[src/hw/rtl/assert_macros.svh]
// Assertion helper macros shared by the RTL.
// Needs a clock named clock and a reset named reset in the including scope.
`ifndef ASSERT_MACROS_SVH
`define ASSERT_MACROS_SVH

// Check expr at every rising edge outside of reset.
`define EIA_ASSERT(label, expr) \
   label: assert property (@(posedge clock) disable iff (reset) (expr)) \
      else $error("assertion failed");

// Check that cause at one edge implies effect at the next edge.
`define EIA_ASSERT_NEXT(label, cause, effect) \
   label: assert property (@(posedge clock) disable iff (reset) (cause) |=> (effect)) \
      else $error("assertion failed");

`endif

[src/hw/rtl/eia_pkg.sv]
// Package for the entity id allocator: sizes, codes and payload structs.
// No dependencies.
package eia_pkg;

   localparam int MAX_IDS = 1024;
   localparam int ID_W    = 10;
   localparam int CNT_W   = 11;
   localparam int ATTR_W  = 32;

   typedef enum logic [1:0] {
      ACT_CREATE = 2'd0,
      ACT_DELETE = 2'd1,
      ACT_ASSIGN = 2'd2,
      ACT_GET    = 2'd3
   } action_type;

   typedef enum logic [1:0] {
      ST_OK       = 2'd0,
      ST_EMPTY    = 2'd1,
      ST_NOT_LIVE = 2'd2
   } status_type;

   typedef struct packed {
      action_type        action;
      logic [ID_W-1:0]   target_id;
      logic [ATTR_W-1:0] attr_value;
   } req_type;

   typedef struct packed {
      status_type        status;
      logic [ID_W-1:0]   result_id;
      logic [ATTR_W-1:0] attr_out;
      logic [CNT_W-1:0]  live_count;
   } rsp_type;

   // controller -> datapath commands
   typedef struct packed {
      logic capture;   // latch request, launch memory reads
      logic execute;   // update state, load result register
   } cmd_type;

   typedef struct packed {
      logic              live;
      logic [ATTR_W-1:0] attr;
   } entry_type;

endpackage

[src/hw/rtl/eia_ctrl.sv]
// Controller for the entity id allocator: two-state sequencer plus result valid.
// Depends on eia_pkg.
module eia_ctrl
   import eia_pkg::*;
(
   input  logic    clock,
   input  logic    reset,
   input  logic    req_valid,
   output logic    req_ready,
   output logic    rsp_valid,
   input  logic    rsp_ready,
   output cmd_type cmd
);

   typedef enum logic [1:0] {
      S_IDLE = 2'b01,
      S_EXEC = 2'b10
   } state_type;

   state_type state_ff, state_in;
   logic      rsp_valid_ff, rsp_valid_in;
   logic      out_free;

   assign out_free  = !rsp_valid_ff || rsp_ready;
   assign req_ready = (state_ff == S_IDLE);
   assign rsp_valid = rsp_valid_ff;

   always_comb begin
      state_in    = state_ff;
      cmd.capture = 1'b0;
      cmd.execute = 1'b0;
      unique case (state_ff)
         S_IDLE: begin
            if (req_valid) begin
               cmd.capture = 1'b1;
               state_in    = S_EXEC;
            end
         end
         S_EXEC: begin
            if (out_free) begin
               cmd.execute = 1'b1;
               state_in    = S_IDLE;
            end
         end
         default: begin
            state_in = S_IDLE;
         end
      endcase
   end

   always_comb begin
      if (cmd.execute) begin
         rsp_valid_in = 1'b1;
      end else if (rsp_ready) begin
         rsp_valid_in = 1'b0;
      end else begin
         rsp_valid_in = rsp_valid_ff;
      end
   end

   always_ff @(posedge clock) begin
      if (reset) begin
         state_ff     <= S_IDLE;
         rsp_valid_ff <= 1'b0;
      end else begin
         state_ff     <= state_in;
         rsp_valid_ff <= rsp_valid_in;
      end
   end

endmodule

[config.mk]
export PLATFORM = sky130hd
export DESIGN_NAME = eia_ctrl
export DESIGN_NICKNAME = d
export VERILOG_FILES = /design/src/hw/rtl/assert_macros.svh /design/src/hw/rtl/eia_pkg.sv /design/src/hw/rtl/eia_ctrl.sv
export SDC_FILE = /design/constraint.sdc
export NUM_CORES = 1
export LEC_CHECK = 0
export BUFFER_PORTS_ARGS = -buffer_cell sky130_fd_sc_hd__buf_2
export CAP_MARGIN = 20
export CORE_AREA = 4 4 41 43
export DETAILED_ROUTE_END_ITERATION = 10
export DIE_AREA = 0 0 45 47
export PLACE_DENSITY = 0.33
export SLEW_MARGIN = 20
export SYNTH_ARGS = -nofsm -noshare
export SYNTH_HDL_FRONTEND = slang
export SYNTH_SLANG_ARGS = --single-unit
[constraint.sdc]
create_clock -name clock -period 1 [get_ports clock]
set_clock_uncertainty 0.1 [all_clocks]
set_input_delay 0.2 -clock clock [delete_from_list [all_inputs] [get_ports clock]]
set_output_delay 0.2 -clock clock [all_outputs]
set_load 0.02 [all_outputs]
Yosys cells after proc, flatten, opt, wreduce, memory -nomap -nowiden
Cells that the tools add are included.
{"block": "classes", "eq_ne": 4, "n_mux": 9, "reduce_logical": 4}
{"cell": "1-bit two-way mux", "n": 6}
{"cell": "2-bit two-way mux", "n": 2}
{"cell": "2-bit inequality test, second input constant", "n": 2}
{"cell": "2-bit one-hot mux with 2 select lines", "n": 1}
{"cell": "2-bit by 1-bit equality test with 1-bit output, second input constant", "n": 1}
{"cell": "2-bit equality test, second input constant", "n": 1}
{"cell": "2-bit AND reduction", "n": 1}
{"cell": "2-bit nonzero test", "n": 1}
{"cell": "1-bit zero test", "n": 1}
{"cell": "1-bit logical OR", "n": 1}
{"block": "word_totals", "regBits": 3, "in_bits": 4, "output_inout_bits": 4, "elab_cells": 19}

Logic depth before layout (Yosys ltp)
Gate-level depths: netlist (run 1).
{"block": "depth", "word_depth": 5, "mapped_depth": 3, "mapped_depth_nobuf": 2}

Worst setup path before layout (run 1)
Ideal clock, no wire load.
{"block": "synth_path", "path_kind": "reg2out", "from": "reg rsp_valid_ff, in the netlist rsp_valid", "to": "out cmd[0] (netlist name)", "t_arrival_ps": 790, "t_required_ps": 700, "path_slack_ps": -90, "stages_incl_launch_ff": 4, "path_buffers": 1, "cell_sequence": "dfxtp_1 -> nand2b_1 -> nor2b_1 -> buf_4"}
{"element": "from (decl)", "line_no": "eia_ctrl.sv:21", "source": "logic rsp_valid_ff, rsp_valid_in;"}
{"element": "from (signal assigned)", "line_no": "eia_ctrl.sv:67", "source": "rsp_valid_ff <= rsp_valid_in;"}
{"element": "to (decl)", "line_no": "eia_ctrl.sv:12", "source": "output cmd_type cmd"}

==> results of run 1 <==
[power by group through the flow]
stage | Combinational, mW | Sequential, mW | Clock, mW
final | 0.0635 | 0.129 | 0.212
after global routing | 0.0681 | 0.130 | 0.238
after CTS | 0.0568 | 0.130 | 0.221
after detailed placement | 0.0452 | 0.130 | 0
after global placement | 0.0456 | 0.130 | 0
after floorplan | 0.0273 | 0.130 | 0
[synthesized netlist by cell type]
library cell / count / area (sq um)
o21ba_1: 1 / 10.0
nor2b_1: 2 / 12.5
buf_4: 1 / 7.51
and3b_1: 1 / 8.76
and4bb_1: 1 / 12.5
dfxtp_1: 3 / 60.1
o21bai_1: 1 / 7.51
a21oi_1: 1 / 5.00
nand2b_1: 2 / 12.5
[timing repair]
| item | 4_1_cts | 5_1_grt |
|---|---|---|
| hold buffers | 0 | 0 |
| setup endpoints to repair | 4 | 5 |
| gates resized for setup | 9 | 4 |
| setup buffers | 0 | 1 |
| pin swaps | 0 | 1 |
[per-stage QoR]
stage,cell area (sq um),setup TNS (ns),utilization
detailed placement,201,-0.0613,0.155
CTS,255,-0.690,0.196
floorplan,140,0,-
finish,277,-0.715,0.213
global placement,201,-0.0670,0.155
global route,277,-0.960,0.213
[worst max-delay path: cells and delay by family, from the launching register on]
| family | cells | cell delay, ns |
|---|---|---|
| flip-flops | 1 | 0.35 |
| buffers and inverters | 1 | 0.12 |
| AND/OR/NAND/NOR | 1 | 0.25 |
[state kept, by name (all words and copies together), names as in the netlist]
name	count
state_ff	2
rsp_valid	1
[layer usage]
metal / vias up / share of wire
met5: - / 0
met3: 2 / 0.098
met1: 59 / 0.43
met4: 0 / 0.059
li1: 70 / -
met2: 8 / 0.41
[area by class of cell]
type                    instances  area share
clock buffers                   4      0.0950
multi-input cells               9       0.308
flip-flops and latches          3       0.244
well taps                      15      0.0679
repair buffers                 10       0.285
[final timing paths]
check        slack, ns         from  cells past startpoint     endpoint
min               0.03        reset                      2    rsp_valid
max reg2reg      -0.09  state_ff[1]                      3  state_ff[1]
max              -0.25  state_ff[1]                      2       cmd[1]
min reg2reg       0.51  state_ff[1]                      3    rsp_valid
[logic make-up after synthesis]
kind of cell           share of synthesized area
DFF                                        0.440
AOI/OAI and AO/OA                          0.165
and+or+nand+nor                            0.339
buffers and inverters                     0.0551
==> flow_metrics.env, run 1 <==
export IMPL_cts_root_buf="clkbuf_4"
export IMPL_hold_path_class="input port to flop"
export IMPL_p_seq_frac=0.319
export IMPL_place_gp_congestion=0.567
export IMPL_vias_per_cell=3.39
export IMPL_violations="setup timing"
export IMPL_critPathKind="flop to output pin"
export IMPL_dp_cells=36
export IMPL_grt_busiest_layer="met4"
export IMPL_area_growth_syn_to_layout_pct=103
export IMPL_met2_usage=0.0565
export IMPL_syn_avg_cell_area_sq_um=10.5
export IMPL_cts_num_sinks=3
export IMPL_avgRoutedWirePerCell_microns=8.71
export IMPL_die_h_microns=47
export IMPL_ir_worst_vdd_mv=0.499
export IMPL_cts_max_level=1
export IMPL_clk_latency_ns=0.23
export IMPL_n_antenna_cell=0
export IMPL_hold_ws_ns=0.0314
export IMPL_die_area_sq_mm=0.00212
export IMPL_syn_nets=17
export IMPL_placementRows=13
export IMPL_layout_setup_ws_ns=-0.253
export IMPL_grt_use_total=0.0457
export IMPL_instances_no_fill=41
export IMPL_die_x_microns=45
export IMPL_drv_slew=0
export IMPL_fillers=159
export IMPL_p_switching_uw=94.4
export IMPL_start_util=0.105
export IMPL_grt_pass1_vias=163
export IMPL_hold_violations=0
export IMPL_dr_first_iter_drc_count=1
export IMPL_rsz0062_at_grt="yes"
export IMPL_final_nets=31
export IMPL_grt_util_met3=0.0307
export IMPL_worstMarginPinSlew_ns=0.106
export IMPL_cts_max_path_buffers=2
export IMPL_cts_buffers=3
export IMPL_path_clk_slew_ns=0.04
export IMPL_io_pin_count=8
export IMPL_power_share_combinational=0.157
export IMPL_ys_types=9
export IMPL_layout_min_cycle_time_ns=1.25
export IMPL_power_uw=404
export IMPL_powerDensity_mw_per_mm2=1460
export IMPL_relSlewSlack=0.929
export IMPL_ys_seq_area_frac=0.440
export IMPL_port_buffers=7
export IMPL_layout_commonest_cell="buf_4"
export IMPL_via_count=139
export IMPL_cts_tree="done"
export IMPL_first_pass_iters=4
export IMPL_grt_use_met1=0.0406
export IMPL_cp_data_arrival_time_ns=0.95
export IMPL_slowest_stage="dfxtp_4"
export IMPL_core_sq_mm=0.00130
export IMPL_cpPeakStageDelay_ns=0.35
export IMPL_leakage_nw=0.142
export IMPL_outcome="finished with violations"
export IMPL_antenna_left=0
export IMPL_netlist_instances=13
export IMPL_place_ws_ns=-0.0398
export IMPL_ys_warn_count=0
export IMPL_grt_first_pass_wirelength_microns=600
export IMPL_setup_viol_count_final=4
export IMPL_multi_input_area_sq_um=85.1
export IMPL_dp_hpwl_microns=250
export IMPL_end_kind="output pin"
export IMPL_path_cells="and3b_2, buf_6"
export IMPL_drcViolationCount=0
export IMPL_p_clk_frac=0.524
export IMPL_wl_microns=357
export IMPL_seq_area_sq_um=67.6
export IMPL_cp_max_fo=4
export IMPL_maxCapViolations=0
export IMPL_critPathLaunchType="flop"
export IMPL_fmax_ghz=0.798
export IMPL_internal_power_uw=310
export IMPL_required_ns=0.70
export IMPL_antenna_found_initial=0
export IMPL_ys_ff_latch=3
export IMPL_layout_drive_gt1_share=0.692
export IMPL_syn_area_sq_um=136
export IMPL_final_cell_mix="buf_4, clkbuf_4, buf_2, buf_6, dfxtp_4"
export IMPL_period_share=1.25
export IMPL_grt_max_degree=5
export IMPL_p_sw_frac=0.233
export IMPL_grt_overflow=0
No activity file was read; power rests on OpenSTA's default activity.
==> run 2, diff against run 1 <==
==> constraint.sdc (replaced) <==
create_clock -name clock -period 1.5 [get_ports clock]
set_clock_uncertainty 0.1 [all_clocks]
set_input_delay 0.3 -clock clock [delete_from_list [all_inputs] [get_ports clock]]
set_output_delay 0.3 -clock clock [all_outputs]
set_load 0.02 [all_outputs]
==> flow_metrics.env, run 2 (synthesis results as in run 1) <==
export IMPL_outcome="complete, no violations"
export IMPL_place_area_sq_um=183
export IMPL_largest_reg_flops=2
export IMPL_hold_violations=0
export IMPL_required_ns=1.10
export IMPL_slowest_stage="dfxtp_1"
export IMPL_rsz0062_at_grt="no"
export IMPL_fillers=161
export IMPL_top_register="state_ff"
export IMPL_final_cell_mix="buf_2, clkbuf_4, dfxtp_1, nand2b_1, nor2b_1"
export IMPL_layout_min_cycle_time_ns=1.38
export IMPL_cts_tree="done"
export IMPL_maxCapViolations=0
export IMPL_core_sq_mm=0.00130
export IMPL_die_h_microns=47
export IMPL_drv_slew=0
export IMPL_n_antenna_cell=0
export IMPL_cpPeakStageDelay_ns=0.32
export IMPL_path_clk_slew_ns=0.04
export IMPL_critPathLaunchType="flop"
export IMPL_fin_util=0.161
export IMPL_critPathTopFamily="flip-flops"
export IMPL_start_util=0.105
export IMPL_ctsResizeCount=0
export IMPL_period_share=0.918
export IMPL_via_count=122
export IMPL_fmax_ghz=0.726
export IMPL_cp_data_arrival_time_ns=0.98
export IMPL_cts_max_level=1
export IMPL_final_area_sq_um=209
export IMPL_worst_path_buf_inv=1
export IMPL_powerDensity_mw_per_mm2=1230
export IMPL_place_ws_ns=0.282
export IMPL_seq_area_sq_um=60.1
export IMPL_dr_first_iter_drc_count=0
export IMPL_cp_max_fo=4
export IMPL_vias_per_cell=3.21
export IMPL_end_kind="output pin"
export IMPL_place_gp_congestion=0.651
export IMPL_hold_path_class="input port to flop"
export IMPL_placementRows=13
export IMPL_final_nets=28
export IMPL_grt_pass1_vias=136
export IMPL_setup_viol_count_final=0
export IMPL_grt_first_pass_wirelength_microns=496
export IMPL_relSlewSlack=0.920
export IMPL_cts_max_path_buffers=2
export IMPL_fin_tns_setup_ns=0
export IMPL_post_cts_setup_buffers=0
export IMPL_clk_latency_ns=0.23
export IMPL_multi_input_area_sq_um=68.8
export IMPL_layout_drive_gt1_share=0.435
export IMPL_leakage_nw=0.106
export IMPL_cts_num_sinks=3
export IMPL_instances_no_fill=38
export IMPL_drcViolationCount=0
export IMPL_wl_microns=297
export IMPL_worstMarginPinSlew_ns=0.120
export IMPL_port_buffers=7
export IMPL_path_cells="and3b_1, buf_2"
export IMPL_first_pass_iters=1
export IMPL_ir_worst_vdd_mv=0.206
export IMPL_grt_max_degree=5
export IMPL_die_x_microns=45
export IMPL_cts_root_buf="clkbuf_4"
export IMPL_hold_ws_ns=0.144
export IMPL_layout_commonest_cell="buf_2"
export IMPL_antenna_found_initial=0
export IMPL_antenna_left=0
export IMPL_hold_buffers=0
export IMPL_die_area_sq_mm=0.00212
export IMPL_grt_overflow=0
export IMPL_avgRoutedWirePerCell_microns=7.82
export IMPL_power_uw=256
export IMPL_io_pin_count=8
export IMPL_area_growth_syn_to_layout_pct=53.2
export IMPL_layout_setup_ws_ns=0.123
export IMPL_cts_buffers=3
export IMPL_dp_cells=34
export IMPL_grt_use_total=0.0395
export IMPL_critPathKind="flop to output pin"
-- run 2: path summary, 6_finish.rpt --
kind                                  start     endpoint  slack (ns)  depth (start not counted)
worst min-delay path                  reset    rsp_valid        0.14                          2
worst max-delay path            state_ff[1]       cmd[1]        0.12                          2
worst max register to register  state_ff[1]  state_ff[1]        0.54                          2
worst min register to register    rsp_valid    rsp_valid        0.39                          2
-- run 2: layout make-up --
cell class,count,share of cell area
clock buffers,4,0.126
multi-input cells,9,0.329
flip-flops and latches,3,0.287
well taps,15,0.0898
repair buffers,7,0.168
-- run 2: metal layers --
metal	up-vias	wire length [microns]	global-route usage
li1	63	-	-
met1	49	151	0.0431
met2	8	98	0.0339
met3	2	30	0.0268
met4	0	15	0.0702
met5	-	0	0
-- run 2: power breakdown --
group / total (mW) / switching, mW / internal [mW]
clock network: 0.141 / 0.0409 / 0.0996
registers: 0.0871 / 0.00288 / 0.0842
logic: 0.0287 / 0.0150 / 0.0137
==> run 3, diff against run 2 <==
--- a/config.mk
+++ b/config.mk
@@ -11,6 +11,7 @@
 export DETAILED_ROUTE_END_ITERATION = 10
 export DIE_AREA = 0 0 45 47
 export PLACE_DENSITY = 0.33
+export RECOVER_POWER = 100
 export SLEW_MARGIN = 20
 export SYNTH_ARGS = -nofsm -noshare
 export SYNTH_HDL_FRONTEND = slang
==> flow_metrics.env, run 3 (synthesis results as in run 1) <==
export IMPL_fin_tns_setup_ns=0
export IMPL_layout_min_cycle_time_ns=1.39
export IMPL_cts_max_path_buffers=2
export IMPL_io_pin_count=8
export IMPL_cts_buffers=3
export IMPL_grt_pass1_vias=136
export IMPL_ir_worst_vdd_mv=0.206
export IMPL_hold_depth=2
export IMPL_hold_buffers=0
export IMPL_first_pass_iters=1
export IMPL_cts_tree="done"
export IMPL_largest_reg_flops=2
export IMPL_required_ns=1.10
export IMPL_final_nets=28
export IMPL_avgRoutedWirePerCell_microns=7.87
export IMPL_placementRows=13
export IMPL_power_uw=256
export IMPL_drv_slew=0
export IMPL_end_kind="output pin"
export IMPL_die_x_microns=45
export IMPL_leakage_nw=0.0981
export IMPL_grt_overflow=0
export IMPL_place_gp_congestion=0.651
export IMPL_post_cts_setup_buffers=0
export IMPL_cp_max_fo=4
export IMPL_crit_start="state_ff[1]"
export IMPL_reg2reg_to="state_ff[1]"
export IMPL_cts_root_buf="clkbuf_4"
export IMPL_r2r_cells=2
export IMPL_wl_microns=299
export IMPL_drcViolationCount=0
export IMPL_period_share=0.925
export IMPL_dr_first_iter_drc_count=0
export IMPL_critPathKind="flop to output pin"
export IMPL_top_register="state_ff"
export IMPL_grt_max_degree=5
export IMPL_hold_path_class="input port to flop"
export IMPL_cpPeakStageDelay_ns=0.32
export IMPL_hold_violations=0
export IMPL_worst_path_buf_inv=1
export IMPL_slowest_stage="dfxtp_1"
export IMPL_start_util=0.105
export IMPL_layout_drive_gt1_share=0.348
export IMPL_critPathLaunchType="flop"
export IMPL_relSlewSlack=0.818
export IMPL_ff2ff_setup_slack_ns=0.54
export IMPL_grt_use_total=0.0395
export IMPL_worstMarginPinSlew_ns=0.275
export IMPL_path_cells="and3b_1, clkbuf_2"
export IMPL_area_growth_syn_to_layout_pct=51.4
export IMPL_die_h_microns=47
export IMPL_outcome="complete, no violations"
export IMPL_reg2reg_from="state_ff[1]"
export IMPL_die_area_sq_mm=0.00212
export IMPL_fillers=162
export IMPL_via_count=122
export IMPL_vias_per_cell=3.21
export IMPL_port_buffers=7
export IMPL_core_sq_mm=0.00130
export IMPL_critPathTopFamily="flip-flops"
export IMPL_ctsResizeCount=0
export IMPL_rsz0062_at_grt="no"
export IMPL_antenna_found_initial=0
export IMPL_min_to="rsp_valid"
export IMPL_hold_start="reset"
export IMPL_fmax_ghz=0.721
export IMPL_cts_num_sinks=3
export IMPL_antenna_left=0
export IMPL_clk_latency_ns=0.23
export IMPL_cts_max_level=1
export IMPL_grt_first_pass_wirelength_microns=496
export IMPL_setup_viol_count_final=0
export IMPL_powerDensity_mw_per_mm2=1240
export IMPL_path_clk_slew_ns=0.04
export IMPL_maxCapViolations=0
export IMPL_n_antenna_cell=0
export IMPL_final_cell_mix="clkbuf_4, clkbuf_1, buf_2, dfxtp_1"
export IMPL_cp_data_arrival_time_ns=0.99
==> run 3: layer usage <==
layer | global-route usage | vias up | wire [microns] | share of wire
met2 | 0.0339 | 8 | 98 | 0.33
li1 | - | 63 | - | -
met1 | 0.0431 | 49 | 159 | 0.53
met4 | 0.0702 | 0 | 15 | 0.050
met5 | 0 | - | 0 | 0
met3 | 0.0268 | 2 | 26 | 0.087
==> run 3: area by class of cell <==
cell class                      count  area, sq um  share of cell area
Clock buffer                        4         26.3               0.127
Sequential cell                     3         60.1               0.291
Tap cell                           15         18.8              0.0909
Multi-Input combinational cell      9         68.8               0.333
Timing Repair Buffer                7         32.5               0.158
==> run 3: worst max-delay path by stage <==
stage                     slack (ns)      to  cells after the start
after floorplan                 0.31  cmd[0]                      3
after global placement          0.28  cmd[0]                      4
after detailed placement        0.28  cmd[0]                      4
after CTS                       0.11  cmd[1]                      2
after global routing            0.02  cmd[0]                      3
final                           0.11  cmd[1]                      2
==> run 3: power breakdown <==
group | leakage [nW] | total, mW | switching, mW | internal, mW
Combinational | 0.0585 | 0.0281 | 0.0153 | 0.0128
Clock | 0.0150 | 0.141 | 0.0409 | 0.0996
Sequential | 0.0246 | 0.0871 | 0.00290 | 0.0842
Total | 0.0981 | 0.256 | 0.0591 | 0.197
==> run 3: through the flow <==
stage                     instances  worst slack [ns]   util  hold WS, ns  area [sq um]
final                            38             0.113  0.159        0.144           206
after global routing             38            0.0228  0.159        0.147           206
after CTS                        38             0.108  0.161        0.137           209
after detailed placement         34             0.282  0.140        0.386           183
after global placement           34             0.277  0.140        0.390           183
after floorplan                  13             0.310      -        0.269           136
